File: src/rtl/gtg_pkg.sv
// ---------------------------------------------------------------------------
// Go-to-goal controller package
// Shared types, constants and the CORDIC arctangent table.
// ---------------------------------------------------------------------------
package gtg_pkg;

    // operation codes
    typedef enum logic [1:0] {
        OP_ODOM   = 2'd0,
        OP_TARGET = 2'd1,
        OP_TICK   = 2'd2,
        OP_NONE   = 2'd3
    } t_op;

    // configuration register indexes
    localparam logic [2:0] CFG_LIN_GAIN  = 3'd0;
    localparam logic [2:0] CFG_ANG_GAIN  = 3'd1;
    localparam logic [2:0] CFG_STOP_DIST = 3'd2;
    localparam logic [2:0] CFG_MAX_LIN   = 3'd3;
    localparam logic [2:0] CFG_MAX_TURN  = 3'd4;

    localparam int CORDIC_STEPS = 16;
    localparam int ATAN_ENTRIES = 24;
    localparam int IDX_W        = $clog2(ATAN_ENTRIES);

    localparam int XY_W  = 44;   // CORDIC x/y width
    localparam int Z_W   = 35;   // angle width, 2^-30 rad units
    localparam int MAG_W = 35;   // Q16.16 magnitude

    localparam logic signed [Z_W-1:0] PI_Z      = 35'sd3373259426;
    localparam logic [21:0]           INV_GAIN  = 22'd2547003;
    localparam logic signed [17:0]    PI_Q12    = 18'sd12868;
    localparam logic signed [17:0]    TWO_PI_Q12 = 18'sd25736;

    typedef enum logic [3:0] {
        S_IDLE,
        S_DECODE,
        S_INIT,
        S_ITER,
        S_MAG,
        S_ERR,
        S_MUL,
        S_OUT
    } t_state;

    // controller to datapath
    typedef struct packed {
        logic             capture;
        logic             goal_wr;
        logic             init;
        logic             step;
        logic             mag;
        logic             pose_wr;
        logic             err;
        logic             mul;
        logic             emit;
        logic [IDX_W-1:0] idx;
    } t_cmd;

    // datapath to controller
    typedef struct packed {
        t_op  op;
        logic latch;
        logic out_free;
    } t_status;

    function automatic logic signed [Z_W-1:0] atan_lut(input logic [IDX_W-1:0] i);
        logic signed [Z_W-1:0] v;
        case (i)
            5'd0:  v = 35'sh3243F6A8;
            5'd1:  v = 35'sh1DAC6705;
            5'd2:  v = 35'sh0FADBAFC;
            5'd3:  v = 35'sh07F56EA6;
            5'd4:  v = 35'sh03FEAB76;
            5'd5:  v = 35'sh01FFD55B;
            5'd6:  v = 35'sh00FFFAAA;
            5'd7:  v = 35'sh007FFF55;
            5'd8:  v = 35'sh003FFFEA;
            5'd9:  v = 35'sh001FFFFD;
            5'd10: v = 35'sh000FFFFF;
            5'd11: v = 35'sh0007FFFF;
            5'd12: v = 35'sh0003FFFF;
            5'd13: v = 35'sh0001FFFF;
            5'd14: v = 35'sh0000FFFF;
            5'd15: v = 35'sh00007FFF;
            5'd16: v = 35'sh00003FFF;
            5'd17: v = 35'sh00001FFF;
            5'd18: v = 35'sh00000FFF;
            5'd19: v = 35'sh000007FF;
            5'd20: v = 35'sh000003FF;
            5'd21: v = 35'sh000001FF;
            5'd22: v = 35'sh000000FF;
            5'd23: v = 35'sh0000007F;
            default: v = '0;
        endcase
        return v;
    endfunction

endpackage

File: src/rtl/gtg_ctrl.sv
// ---------------------------------------------------------------------------
// Go-to-goal controller sequencer
// Walks one item through decode and, as its operation needs, CORDIC iterations, scaling and output.
// ---------------------------------------------------------------------------
module gtg_ctrl
    import gtg_pkg::*;
(
    input  logic    i_clk,
    input  logic    i_rst_n,
    input  logic    i_in_valid,
    input  t_status i_status,
    output logic    o_in_ready,
    output t_cmd    o_cmd
);

    t_state           r_state, n_state;
    logic [IDX_W-1:0] r_idx, n_idx;

    localparam logic [IDX_W-1:0] LAST_IDX = IDX_W'(CORDIC_STEPS - 1);

    // state and step counter
    always_ff @(posedge i_clk) begin
        if (!i_rst_n) begin
            r_state <= S_IDLE;
            r_idx   <= '0;
        end else begin
            r_state <= n_state;
            r_idx   <= n_idx;
        end
    end

    // next state
    always_comb begin
        n_state = r_state;
        n_idx   = r_idx;
        case (r_state)
            S_IDLE: begin
                if (i_in_valid) n_state = S_DECODE;
            end
            S_DECODE: begin
                if (i_status.op == OP_ODOM ||
                    (i_status.op == OP_TICK && !i_status.latch)) begin
                    n_state = S_INIT;
                end else begin
                    n_state = S_IDLE;
                end
            end
            S_INIT: begin
                n_state = S_ITER;
                n_idx   = '0;
            end
            S_ITER: begin
                n_idx = r_idx + 1'b1;
                if (r_idx == LAST_IDX) n_state = S_MAG;
            end
            S_MAG: begin
                n_state = (i_status.op == OP_ODOM) ? S_IDLE : S_ERR;
            end
            S_ERR:   n_state = S_MUL;
            S_MUL:   n_state = S_OUT;
            S_OUT: begin
                if (i_status.out_free) n_state = S_IDLE;
            end
            default: n_state = S_IDLE;
        endcase
    end

    // commands
    always_comb begin
        o_cmd      = '0;
        o_cmd.idx  = r_idx;
        o_in_ready = 1'b0;
        case (r_state)
            S_IDLE: begin
                o_in_ready    = 1'b1;
                o_cmd.capture = i_in_valid;
            end
            S_DECODE: o_cmd.goal_wr = (i_status.op == OP_TARGET);
            S_INIT:   o_cmd.init    = 1'b1;
            S_ITER:   o_cmd.step    = 1'b1;
            S_MAG: begin
                o_cmd.mag     = 1'b1;
                o_cmd.pose_wr = (i_status.op == OP_ODOM);
            end
            S_ERR:    o_cmd.err     = 1'b1;
            S_MUL:    o_cmd.mul     = 1'b1;
            S_OUT:    o_cmd.emit    = i_status.out_free;
            default: ;
        endcase
    end

endmodule

File: config.mk
export PLATFORM = sky130hd
export DESIGN_NAME = gtg_ctrl
export DESIGN_NICKNAME = d
export VERILOG_FILES = /design/src/rtl/gtg_pkg.sv /design/src/rtl/gtg_ctrl.sv
export SDC_FILE = /design/constraint.sdc
export NUM_CORES = 1
export LEC_CHECK = 0
export BUFFER_PORTS_ARGS = -buffer_cell sky130_fd_sc_hd__buf_2
export CORE_AREA = 8 8 45 47
export DETAILED_ROUTE_END_ITERATION = 16
export DIE_AREA = 0 0 53 55
export PLACE_DENSITY = 0.66
export SETUP_SLACK_MARGIN = 0.2
export SYNTH_ARGS = -nofsm -noshare
export SYNTH_HDL_FRONTEND = slang
export SYNTH_SLANG_ARGS = --single-unit
export TNS_END_PERCENT = 20
File: constraint.sdc
create_clock -name i_clk -period 4.6 [get_ports i_clk]
set_input_delay 0.23 -clock i_clk [delete_from_list [all_inputs] [get_ports i_clk]]
set_output_delay 0.23 -clock i_clk [all_outputs]
set_load 0.05 [all_outputs]
==> impl_metrics.toml <==
[synthesis]
synth_ff_type = "dfxtp_1"
synthesis.nets = 71
post-synth-top-area-fraction_pct = 31.9
yosysTopAreaCell = "dfxtp_1"
synth_edf_count = 0
synth.avg_cell_area_sq_um = 8.09
yosysWarnings = 0
synth_most_common_cell = "dfxtp_1"
netlist_top_cells_count = "8 x dfxtp_1, 6 x a21oi_1, 5 x inv_1"
synth_area_leaders = "dfxtp_1 32%, a21oi_1 6.0%, ha_1 5.0%"
ys_seq_area_share_pct = 31.9
ys_types = 27
syn_inst = 62
async_flop_share_pct = 0
synth-seq-cells = 8
syn_area_sq_um = 502

[pwr]
intPower_mw = 0.111
peakVddDrop_mv = 0.128
power.switching_mw = 0.0527
clockPowerShare_pct = 33.1
swShare_pct = 32.3
p_per_area_nw_per_um2 = 259
pwr-share-seq_pct = 46.8
p_leak_nw = 0.319
combPwrFrac_pct = 20.2

[placement]
hpwl_um = 1020
dpl_cell_area_sq_um = 609
post-place-ws_ns = 2.95
place_congestion = 0.767
portBuffers = 21

[timing]
max_slew.worst_pin.slew_ns = 0.426
worst_slew_margin_rel_pct = 71.6
fmax_mhz = 519
rsz0062_at_grt = "no"
timing.hold.ws_ns = 0.245
period_share_pct = 41.9
setup_viol_count_final = 0
skew_ns = 0.00190
period_needed_ns = 1.93
finalHoldViolations = 0
setup_ws_ns = 2.67
maxSlewViolCount = 0
fin_tns_setup_ns = 0

[hold_path]
hp-class = "input port to register"

[global_route]
grt_pass1_wl_um = 2040
antenna_found_initial = 0
grt_max_degree = 13
gr-usage-all-layers_pct = 9.27
grt_overflow = 0
grt_pass1_vias = 522

[floorplan]
start_util_pct = 36.3
core_sq_um = 1380
die-area_sq_um = 2920
num_rows = 14
die_w_um = 53
boundaryPins = 22
chipHeight_um = 55

[run_status]
status = "completed"

[cells_and_area]
antenna_cells = 0
syn_to_final_growth_pct = 25.9
final_util_pct = 45.7
fin_area_sq_um = 632
drive_above_1_share_pct = 34.9
fin_nets = 94

[worst_setup_path]
cp-end-kind = "output pin"
critical_path_required_ns = 4.37
crit_arrival_ns = 1.70
crit_fanout = 10
crit_chain = "nor3b_1, nor3b_2, buf_2"
worst_path_max_delay_cell = "dfxtp_1"
worst-setup-path-type = "register to output pin"
start_kind = "register"
critPathMaxStageDelay_ns = 0.50

[drt]
wl_per_cell_um = 13.2
num_vias = 525
via_per_inst = 5.30
firstDrtPassIters = 3
routed_wl_um = 1310
first_iter_violations = 16
drc = 0
ant_nets = 0

[clocking]
postCtsHoldBufs = 0
cts.sinks = 8
cts_resized = 0
clkTransAtPathRegs_ns = 0.05
clock_latency_ns = 0.26
cts_root_buffer = "clkbuf_4"
cts_max_level = 1
cts_buffers = 3
cts_tree = "built"
clockBufferDepth = 2
cts_setup_buffers = 0

[flow_run]
cap_violations = 0
-- per-stage QoR --
step                      power [mW]  instances
final                          0.163         99
after global routing           0.172         99
after CTS                      0.165         99
after detailed placement       0.111         96
after global placement         0.111         96
after floorplan                0.102         62
-- cell type report --
cell class,instances,area [sq um]
clock buffers,3,22.5
fillers,152,752
inverters,6,22.5
multi-input cells,45,302
flip-flops and latches,8,160
well taps,16,20.0
repair buffers,21,105
-- kinds of logic after synthesis --
kind of cell	Yosys count	synth area share (%)
buffers and inverters	9	7.98
AO/OA/AOI/OAI	13	16.7
AND/OR/NAND/NOR	28	34.2
adder cells (fa/ha/maj)	2	4.99
multiplexers	2	4.24
flip-flops	8	31.9
-- path summary, 6_finish.rpt --
check             slack [ns]    endpoint  cells past startpoint       start
setup / recovery        2.67    o_cmd[8]                      3  r_state[2]
hold / removal          0.25  r_state[0]                      3  i_in_valid
setup reg to reg        3.00  r_state[0]                      6    r_idx[0]
hold reg to reg         0.47    r_idx[4]                      2    r_idx[4]
-- critical path: cells and delay by family (launching register included) --
family,cells,cell delay [ns]
simple gates,2,0.62
flops,1,0.50
buf+inv,1,0.31
-- power by group through the flow --
| stage | combinational (mW) | clock (mW) | sequential [mW] |
|---|---|---|---|
| 3_3_place_gp | 0.0328 | 0 | 0.0778 |
| 2_1_floorplan | 0.0276 | 0 | 0.0744 |
| 4_1_cts | 0.0331 | 0.0554 | 0.0762 |
| 3_5_place_dp | 0.0331 | 0 | 0.0778 |
| 5_1_grt | 0.0357 | 0.0591 | 0.0768 |
| 6_report | 0.0330 | 0.0541 | 0.0764 |
-- registers in the layout, indices dropped and copies added (netlist names) --
register / cells
r_state: 3
r_idx: 5
-- routing by layer --
| layer | routed length, um | global-route usage, % | vias to the layer above |
|---|---|---|---|
| li1 | - | - | 262 |
| met5 | 0 | 0 | - |
| met3 | 95 | 2.94 | 4 |
| met2 | 664 | 16.0 | 15 |
| met4 | 26 | 6.03 | 0 |
| met1 | 525 | 9.51 | 244 |
-- layout by cell type, fill, tap and decap left out, drive strengths merged --
cell type   n
a21oi       6
mux2i       1
nor2b       3
o21ai       3
dfxtp       8
mux2        1
a2111oi     1
or3         2
o32ai       1
buf        21
nand2       4
clkbuf      3
nor3b       2
nor2        4
o41ai       1
ha          2
and3        3
nand3b      1
inv         6
nand2b      1
nand3       4
or3b        1
nor3        2
a31oi       1
and2        1
Power figures use the tool's default switching activity.
